<file path="src/rtl/core/dwd_pkg.sv">
// Shared types for the double-word divider.
`default_nettype none

package dwd_pkg;

  // Control strobes from the sequencer to the datapath
  typedef struct packed {
    logic load;   // capture a new input beat
    logic step;   // retire one quotient bit
    logic xfer;   // move the finished result into the output register
  } dwd_ctl_t;

endpackage

`default_nettype wire

</file>
<file path="src/rtl/core/double_word_divider.sv">
// Unsigned two-word by one-word divider, one quotient bit per cycle.
//
// Usage:
//   Input beat: in_dividend_high, in_dividend_low, in_divisor with in_valid /
//   in_ready. Result beat: out_quotient_high, out_quotient_low, out_remainder,
//   out_divide_by_zero with out_valid / out_ready.
//   A nonzero divisor runs the shift-subtract loop over all 2*WORD_BITS quotient
//   bits (128 at the default width), using the single restoring subtractor that
//   retires one quotient bit per cycle; the result then moves into the output
//   register once that register is free.
//   A zero divisor skips the bit loop and goes straight to the hand-off,
//   with quotient all ones, remainder equal to the low dividend word and
//   out_divide_by_zero set.
//   One item is in work at a time; in_ready returns once the result has
//   moved to the output register, so a new beat is taken while the previous
//   result still waits.
//   If the receiver stalls with a result still held, the finished item waits
//   in the unit and in_ready stays low until the output register frees.
//   Reset (rst_n low, synchronous) drops any item in work and any held result.
`default_nettype none

module double_word_divider #(
  parameter int WORD_BITS = 64
) (
  input  wire logic                 clk,
  input  wire logic                 rst_n,
  input  wire logic                 in_valid,
  output logic                      in_ready,
  input  wire logic [WORD_BITS-1:0] in_dividend_high,
  input  wire logic [WORD_BITS-1:0] in_dividend_low,
  input  wire logic [WORD_BITS-1:0] in_divisor,
  output logic                      out_valid,
  input  wire logic                 out_ready,
  output logic      [WORD_BITS-1:0] out_quotient_high,
  output logic      [WORD_BITS-1:0] out_quotient_low,
  output logic      [WORD_BITS-1:0] out_remainder,
  output logic                      out_divide_by_zero
);

  dwd_pkg::dwd_ctl_t ctl;
  logic              div_zero;

  // Flag a zero divisor on the incoming beat
  assign div_zero = (in_divisor == '0);

  dwd_ctrl #(
    .WORD_BITS (WORD_BITS)
  ) u_ctrl (
    .clk       (clk),
    .rst_n     (rst_n),
    .in_valid  (in_valid),
    .in_ready  (in_ready),
    .div_zero  (div_zero),
    .out_valid (out_valid),
    .out_ready (out_ready),
    .ctl       (ctl)
  );

  dwd_datapath #(
    .WORD_BITS (WORD_BITS)
  ) u_datapath (
    .clk                (clk),
    .ctl                (ctl),
    .div_zero           (div_zero),
    .in_dividend_high   (in_dividend_high),
    .in_dividend_low    (in_dividend_low),
    .in_divisor         (in_divisor),
    .out_quotient_high  (out_quotient_high),
    .out_quotient_low   (out_quotient_low),
    .out_remainder      (out_remainder),
    .out_divide_by_zero (out_divide_by_zero)
  );

endmodule

`default_nettype wire

</file>
<file path="src/rtl/core/dwd_datapath.sv">
// Bit-serial restoring shift-subtract datapath with result register.
`default_nettype none

module dwd_datapath #(
  parameter int WORD_BITS = 64
) (
  input  wire logic                 clk,
  input  wire dwd_pkg::dwd_ctl_t    ctl,
  input  wire logic                 div_zero,
  input  wire logic [WORD_BITS-1:0] in_dividend_high,
  input  wire logic [WORD_BITS-1:0] in_dividend_low,
  input  wire logic [WORD_BITS-1:0] in_divisor,
  output logic      [WORD_BITS-1:0] out_quotient_high,
  output logic      [WORD_BITS-1:0] out_quotient_low,
  output logic      [WORD_BITS-1:0] out_remainder,
  output logic                      out_divide_by_zero
);

  // Dividend bits shift out at the top while quotient bits fill in at the bottom
  logic [2*WORD_BITS-1:0] acc_r;
  logic [WORD_BITS-1:0]   rem_r;
  logic [WORD_BITS-1:0]   dvs_r;
  logic                   dz_r;

  logic [WORD_BITS-1:0]   rem_shift;
  logic [WORD_BITS:0]     diff;
  logic                   carry;
  logic                   take;

  // Form the trial subtraction for the current bit
  always_comb begin
    carry     = rem_r[WORD_BITS-1];
    rem_shift = {rem_r[WORD_BITS-2:0], acc_r[2*WORD_BITS-1]};
    diff      = {carry, rem_shift} - {1'b0, dvs_r};
    take      = carry | ~diff[WORD_BITS];
  end

  // Load, advance one bit, or hold
  always_ff @(posedge clk) begin
    if (ctl.load) begin
      dvs_r <= in_divisor;
      dz_r  <= div_zero;
      if (div_zero) begin
        acc_r <= '1;
        rem_r <= in_dividend_low;
      end else begin
        acc_r <= {in_dividend_high, in_dividend_low};
        rem_r <= '0;
      end
    end else if (ctl.step) begin
      acc_r <= {acc_r[2*WORD_BITS-2:0], take};
      rem_r <= take ? diff[WORD_BITS-1:0] : rem_shift;
    end
  end

  // Result register parts the working unit from the receiver
  always_ff @(posedge clk) begin
    if (ctl.xfer) begin
      out_quotient_high  <= acc_r[2*WORD_BITS-1:WORD_BITS];
      out_quotient_low   <= acc_r[WORD_BITS-1:0];
      out_remainder      <= rem_r;
      out_divide_by_zero <= dz_r;
    end
  end

endmodule

`default_nettype wire

</file>
<file path="src/rtl/core/dwd_ctrl.sv">
// Sequencer: bit counter, handshakes and result-valid flag.
`default_nettype none

module dwd_ctrl #(
  parameter int WORD_BITS = 64
) (
  input  wire logic              clk,
  input  wire logic              rst_n,
  input  wire logic              in_valid,
  output logic                   in_ready,
  input  wire logic              div_zero,
  output logic                   out_valid,
  input  wire logic              out_ready,
  output dwd_pkg::dwd_ctl_t      ctl
);

  localparam int CNT_BITS = $clog2(2*WORD_BITS);

  typedef enum logic [1:0] {
    ST_IDLE,
    ST_RUN,
    ST_HOLD
  } state_t;

  state_t              state_r;
  logic [CNT_BITS-1:0] cnt_r;
  logic                out_valid_r;

  // Decode strobes from state
  always_comb begin
    in_ready  = (state_r == ST_IDLE);
    out_valid = out_valid_r;
    ctl.load  = in_valid && in_ready;
    ctl.step  = (state_r == ST_RUN);
    ctl.xfer  = (state_r == ST_HOLD) && (!out_valid_r || out_ready);
  end

  // Advance state, count bits, track the result register
  always_ff @(posedge clk) begin
    if (!rst_n) begin
      state_r     <= ST_IDLE;
      cnt_r       <= '0;
      out_valid_r <= 1'b0;
    end else begin
      unique case (state_r)
        ST_IDLE: begin
          if (ctl.load) begin
            cnt_r   <= CNT_BITS'(2*WORD_BITS-1);
            state_r <= div_zero ? ST_HOLD : ST_RUN;
          end
        end
        ST_RUN: begin
          cnt_r <= cnt_r - CNT_BITS'(1);
          if (cnt_r == '0) begin
            state_r <= ST_HOLD;
          end
        end
        ST_HOLD: begin
          if (ctl.xfer) begin
            state_r <= ST_IDLE;
          end
        end
        default: begin
          state_r <= ST_IDLE;
        end
      endcase

      if (ctl.xfer) begin
        out_valid_r <= 1'b1;
      end else if (out_ready) begin
        out_valid_r <= 1'b0;
      end
    end
  end

`ifndef ASSERT_OFF
  // An accepted beat keeps the unit busy on the next cycle
  a_busy_after_load: assert property (@(posedge clk) disable iff (!rst_n)
    ctl.load |=> !in_ready)
    else $error("unit took a beat and was not busy");

  // The last bit step leads into the hand-off state
  a_run_ends: assert property (@(posedge clk) disable iff (!rst_n)
    (state_r == ST_RUN) && (cnt_r == '0) |=> (state_r == ST_HOLD))
    else $error("bit count ran out without finishing");

  // A hand-off always raises the result-valid flag
  a_xfer_valid: assert property (@(posedge clk) disable iff (!rst_n)
    ctl.xfer |=> out_valid)
    else $error("result moved but not shown");

  // Never step the datapath while taking a new beat
  a_no_step_load: assert property (@(posedge clk) disable iff (!rst_n)
    !(ctl.step && ctl.load))
    else $error("load and step together");
`endif

endmodule

`default_nettype wire

</file>
<file path="config.mk">
export PLATFORM = sky130hd
export DESIGN_NAME = double_word_divider
export DESIGN_NICKNAME = d
export VERILOG_FILES = /design/src/rtl/core/dwd_pkg.sv /design/src/rtl/core/double_word_divider.sv /design/src/rtl/core/dwd_datapath.sv /design/src/rtl/core/dwd_ctrl.sv
export SDC_FILE = /design/constraint.sdc
export NUM_CORES = 1
export LEC_CHECK = 0
export ABC_AREA = 1
export CORE_ASPECT_RATIO = 1.5
export CORE_UTILIZATION = 65
export CTS_CLUSTER_DIAMETER = 50
export CTS_CLUSTER_SIZE = 30
export DETAILED_ROUTE_END_ITERATION = 6
export DONT_BUFFER_PORTS = 1
export PLACE_DENSITY = 0.82
export RECOVER_POWER = 50
export SETUP_SLACK_MARGIN = 0.3
export SLEW_MARGIN = 30
export SYNTH_ARGS = -nofsm -noshare
export SYNTH_HDL_FRONTEND = slang
export SYNTH_SLANG_ARGS = --single-unit
export TNS_END_PERCENT = 30
</file>
<file path="constraint.sdc">
create_clock -name clk -period 24.7 [get_ports clk]
set_input_delay 3.705 -clock clk [delete_from_list [all_inputs] [get_ports clk]]
set_output_delay 3.705 -clock clk [all_outputs]
set_load 0.02 [all_outputs]
</file>
==> results of run 1 <==
per-stage QoR:
| stage | power (W) | cell area (um^2) | std cells | hold slack, ns |
|---|---|---|---|---|
| floorplan | 0.00195 | 23600 | 2617 | 0.400 |
| global placement | 0.00227 | 24000 | 3043 | 0.430 |
| detailed placement | 0.00230 | 24000 | 3043 | 0.435 |
| CTS | 0.00283 | 25000 | 3094 | 0.452 |
| global route | 0.00301 | 25000 | 3095 | 0.465 |
| finish | 0.00284 | 25000 | 3096 | 0.446 |
power breakdown:
group	total, W	internal (W)	switching (W)
Combinational	0.00119	0.000369	0.000821
Sequential	0.00113	0.00103	0.0000912
Clock	0.000527	0.000240	0.000286
Total	0.00284	0.00164	0.00120
state kept, by name, indices dropped and copies added, names as in the netlist:
register,count
u_datapath.acc_r,128
u_datapath.out_quotient_low,64
u_datapath.out_remainder,64
u_ctrl.out_valid,1
u_datapath.dz_r,1
u_datapath.out_divide_by_zero,1
u_datapath.rem_r,64
u_datapath.out_quotient_high,64
u_datapath.dvs_r,64
u_ctrl.cnt_r,7
u_ctrl.state_r,2
cells in the final DEF, fill, tap and decap left out, types with 2 or more instances in the layout:
cell type  count
nand2_1      881
edfxtp_1     450
inv_1        419
nor2_1       263
nand3_1      127
a21oi_1      109
ha_1          66
o22a_1        62
nand3b_1      37
clkbuf_16     28
nand4_1       24
xnor2_1       23
nor4_1        16
nor3_1        12
nand2_2       10
o21ai_0       10
buf_4         10
dfxtp_1       10
clkbuf_1       6
nor2_2         5
inv_6          5
inv_2          4
clkinv_16      4
nor2_4         3
a211oi_1       3
clkinv_8       3
diode_2        2
or2_2          2
clkinv_1       2
nor3_2         2
nand2_4        2
xor2_1         2
inv_12         2
routing by layer:
metal / global-route usage / part of all wire
met5: 0 / 0
met4: 0.273 / 0.087
met3: 0.0646 / 0.083
met2: 0.636 / 0.50
met1: 0.402 / 0.33
synthesized netlist by cell type, drive strengths merged:
cell type  number
nand2         893
edfxtp        450
inv           425
nor2          271
nand3         128
a21oi         109
ha             66
o22a           62
clkbuf         44
nand3b         37
nand4          24
xnor2          23
buf            20
nor4           16
nor3           14
dfxtp          10
o21ai          10
a211oi          3
or2             2
xor2            2
a221oi          1
a31oi           1
and3            1
clkinv          1
fa              1
o211a           1
o21a            1
o22ai           1
cell type report:
cell class	instances	area, um^2	share of cell area
diodes	2	5.00	0.000200
repair buffers	12	82.6	0.00330
clock inverters	19	312	0.0125
multi-input cells	1667	7990	0.319
well taps	478	598	0.0239
flip-flops and latches	460	13700	0.548
inverters	426	1610	0.0643
clock buffers	32	716	0.0286
cell families (layout without fill, tap and decap cells):
group | count (synthesis) | count (layout) | share of synthesized area
buffers and inverters | 490 | 489 | 0.0809
AO/OA/AOI/OAI | 189 | 189 | 0.0509
flip-flops | 460 | 460 | 0.581
other | 0 | 2 | 0
AND/OR/NAND/NOR | 1386 | 1386 | 0.242
XOR/XNOR | 25 | 25 | 0.00928
adder cells (fa/ha/maj) | 67 | 67 | 0.0359
worst paths after layout:
| kind | end | startpoint | slack [ns] |
|---|---|---|---|
| hold / removal | u_datapath.out_quotient_high[10] | u_datapath.acc_r[74] | 0.45 |
| hold reg to reg | u_datapath.out_quotient_high[10] | u_datapath.acc_r[74] | 0.45 |
| setup / recovery | u_datapath.acc_r[20] | in_valid | 14.75 |
| setup reg to reg | u_datapath.acc_r[20] | u_ctrl.state_r[1] | 17.26 |
==> impl_metrics.json, run 1 <==
{
  "wl_per_cell_um": 22.0,
  "maxCapViolCount": 5,
  "io_pins": 391,
  "drt_iter0_markers": 1716,
  "grt_pass1_vias": 17800,
  "final-setup-viol-count": 0,
  "worst_slew_pin_slew_ns": 3.39,
  "maxSlewViolCount": 229,
  "globalplace.congestion": 1.01,
  "cts_buffer_depth": 3,
  "leakage_nw": 11.1,
  "worstSetupPathDepth": 5,
  "crit_slowest_cell": "clkinvlp_2",
  "critPathCaptureType": "register",
  "cp_num_buf_inv": 3,
  "die_y_um": 235,
  "die_w_um": 158,
  "drt_pass1_iterations": 7,
  "synth_cell_type_count": 38,
  "track_usage": 0.369,
  "core_area_um2": 35800,
  "clk_pin_slew_ns": 0.10,
  "grt_max_degree": 135,
  "ir_worst_vdd_v": 0.0000793,
  "fin_ws_ns": 14.75,
  "grt_overflow": 0,
  "yosys.area.top_type": "edfxtp_1",
  "syn-num-nets": 2880,
  "area_delta_synth_final_pct": 6.06,
  "status": "finished, violations left",
  "hold_class": "register to register",
  "critical_path.top_delay_family": "buffers and inverters",
  "synth_seq_cells": 460,
  "path_class": "primary input to register",
  "grt_pass1_wl_mm": 101,
  "drc": 0,
  "drive_gt1_frac": 0.0333,
  "synthCells": 2617,
  "clock-root-buffer": "clkbuf_16",
  "antenna_found_initial": 2,
  "cts_setup_buffers": 0,
  "crit_arrival_ns": 10.17,
  "cts_hold_buf": 0,
  "netlist_area_um2": 23600,
  "viasPerCell": 5.85,
  "postRouteWirelength_mm": 68.0,
  "start_kind": "primary input",
  "pwr_density_cell_nw_per_um2": 114,
  "slew_headroom": -1.26,
  "htree_levels": 1,
  "synthTopCellsByArea": "edfxtp_1, nand2_1, inv_1",
  "cp_max_fo": 134,
  "fp-row-count": 85,
  "violations": "max-capacitance violations, max-slew violations",
  "ys_seq_area_frac": 0.581,
  "timing.final.crit_share": 0.403,
  "finalHoldViolations": 0,
  "synth_top_cell_area_share": 0.573,
  "ys_warn_count": 0,
  "rsz0062_at_grt": "no",
  "cpPeakStageDelay_ns": 2.72,
  "r2r.worst_path.cells": 6,
  "skew_ns": 0.0450,
  "portBuffers": 0,
  "min_period_ns": 9.95,
  "cts_buffers": 28,
  "fmax_ghz": 0.101,
  "clkSinkCount": 460,
  "fill_cells": 2647,
  "cp_cell_sequence": "nand2_1 > clkinvlp_2 > nor2_1 > inv_8 > buf_4",
  "tns_ns": 0,
  "ctsResizeCount": 0,
  "place_ws_ns": 17.68,
  "syn_area_per_cell_um2": 9.02,
  "post-route-util": 0.698,
  "hold_depth": 0,
  "dieArea_um2": 37100,
  "nets": 2858,
  "ant_nets": 0,
  "cts_tree": "yes",
  "dp_hpwl_mm": 50.9,
  "start_util": 0.658,
  "vias": 18100,
  "worstSkewPairLatency_ns": 0.60,
  "required_ns": 24.92
}
No activity file was read; power rests on OpenSTA's default activity.
==> run 2, diff against run 1 <==
- CORE_UTILIZATION: 65 -> 64
- PLACE_DENSITY: 0.82 -> 0.81
- clock period: 24.7 -> 9.9 ns (I/O delays scaled with it)
==> impl_metrics.json, run 2 (synthesized netlist as in run 1, its figures left out) <==
{
  "postRouteWirelength_mm": 68.8,
  "track_usage": 0.360,
  "ir_worst_vdd_v": 0.000222,
  "worst_slew_pin_slew_ns": 3.44,
  "htree_levels": 1,
  "min_period_ns": 5.42,
  "final_cell_count_no_fill": 3090,
  "path_class": "primary input to register",
  "layout_common_cells": "nand2_1, edfxtp_1, inv_1, nor2_1, nand3_1",
  "clock_power_share": 0.177,
  "leakage_nw": 11.1,
  "grt_pass1_wl_mm": 101,
  "largest_register_ffs": 128,
  "area_delta_synth_final_pct": 5.84,
  "crit_path_end": "u_datapath.out_remainder[43]",
  "grt_pass1_vias": 17600,
  "pwr_density_cell_nw_per_um2": 283,
  "seqPwrFrac": 0.397,
  "maxCapViolCount": 4,
  "grt_max_degree": 102,
  "hold_ws_ns": 0.455,
  "cts_buffers": 26,
  "vias": 18000,
  "wl_per_cell_um": 22.3,
  "startpoint": "out_ready",
  "rr_endpoint": "u_datapath.rem_r[19]",
  "start_util": 0.654,
  "die_w_um": 159,
  "power_frac_comb": 0.425,
  "io_pins": 391,
  "start_kind": "primary input",
  "regMostFlops": "u_datapath.acc_r",
  "ant_nets": 0,
  "required_ns": 10.10,
  "crit_arrival_ns": 5.63,
  "switchingPower_w": 0.00299,
  "fin_ws_ns": 4.48,
  "drt_iter0_markers": 1704,
  "final-setup-viol-count": 0,
  "dieArea_um2": 37700,
  "hold_start": "u_datapath.acc_r[86]",
  "r2r.worst_path.cells": 6,
  "maxSlewViolCount": 196,
  "core_area_um2": 36100,
  "worstSkewPairLatency_ns": 0.62,
  "antenna_cells": 0,
  "slew_headroom": -1.30,
  "cts_buffer_depth": 3,
  "cp_max_fo": 71,
  "place_ws_ns": 5.15,
  "status": "finished, violations left",
  "critPathCaptureType": "register",
  "nets": 2856,
  "drive_gt1_frac": 0.0325,
  "p_int_w": 0.00406,
  "drc": 0,
  "portBuffers": 0,
  "viasPerCell": 5.82,
  "switching_share": 0.425,
  "cts_tree": "yes",
  "grt_overflow": 0,
  "violations": "max-capacitance violations, max-slew violations",
  "cts_hold_buf": 0,
  "die_y_um": 237,
  "rrSetupSlack_ns": 4.55,
  "globalplace.congestion": 1.04,
  "post-place-cells": 3042,
  "clkSinkCount": 460,
  "fmax_ghz": 0.184,
  "clk_pin_slew_ns": 0.10,
  "cts_setup_buffers": 0,
  "fill_cells": 2571,
  "dp_hpwl_mm": 51.6,
  "skew_ns": 0.0512,
  "hold_class": "register to register",
  "ctsResizeCount": 0,
  "layout_commonest_cell": "nand2_1",
  "r2r-start": "u_ctrl.state_r[1]",
  "antenna_found_initial": 0,
  "drt_pass1_iterations": 7,
  "fp-row-count": 85,
  "timing.final.crit_share": 0.548,
  "clock-root-buffer": "clkbuf_16",
  "finalHoldViolations": 0,
  "tns_ns": 0,
  "rsz0062_at_grt": "no"
}
## run 2: changes by cell type in the layout (fill, tap and decap cells not counted), sizes merged
cell,previous run,this run
diode,2,0
clkbuf,34,28
clkinv,10,13
clkinvlp,2,1
## run 2: layout make-up
type	instances	area, um^2	area share
flip-flops and latches	460	13700	0.549
multi-input cells	1667	7980	0.320
inverters	426	1610	0.0645
clock buffers	26	651	0.0261
well taps	478	598	0.0240
clock inverters	21	307	0.0123
repair buffers	12	106	0.00426
## run 2: worst max-delay path, cell delays in order
cell and delay, ns:
nor2_1 0.03, nor2_1 1.29, clkbuf_1 1.73, buf_4 0.96
## run 2: metal layers
metal  share of wire  track usage  up-vias  wire length, um
li1                -            -     8428                -
met1            0.34        0.387     8268            23200
met2            0.52        0.660     1033            35600
met3           0.074       0.0576      244             5060
met4           0.072        0.223        0             4920
met5               0            0        -                0
## run 2: worst min path at each step
stage / endpoint / slack (ns) / cells past startpoint
2_1_floorplan: u_datapath.out_divide_by_zero / 0.40 / 0
3_3_place_gp: u_datapath.out_divide_by_zero / 0.41 / 0
3_5_place_dp: u_datapath.out_quotient_high[22] / 0.43 / 0
4_1_cts: u_datapath.out_quotient_high[10] / 0.45 / 0
5_1_grt: u_datapath.out_quotient_high[5] / 0.46 / 0
6_report: u_datapath.out_quotient_high[22] / 0.46 / 0
## run 2: power groups by stage
stage          registers [W]  clock network (W)  logic (W)
2_1_floorplan        0.00275                  0    0.00211
3_3_place_gp         0.00282                  0    0.00284
3_5_place_dp         0.00283                  0    0.00291
4_1_cts              0.00279            0.00126    0.00295
5_1_grt              0.00282            0.00132    0.00332
6_report             0.00280            0.00125    0.00300
## run 2: stage by stage
stage | cell area [um^2] | power, W | util
after floorplan | 23600 | 0.00486 | -
after global placement | 24000 | 0.00566 | 0.666
after detailed placement | 24000 | 0.00575 | 0.666
after CTS | 25000 | 0.00700 | 0.692
after global routing | 25000 | 0.00745 | 0.693
final | 25000 | 0.00705 | 0.693
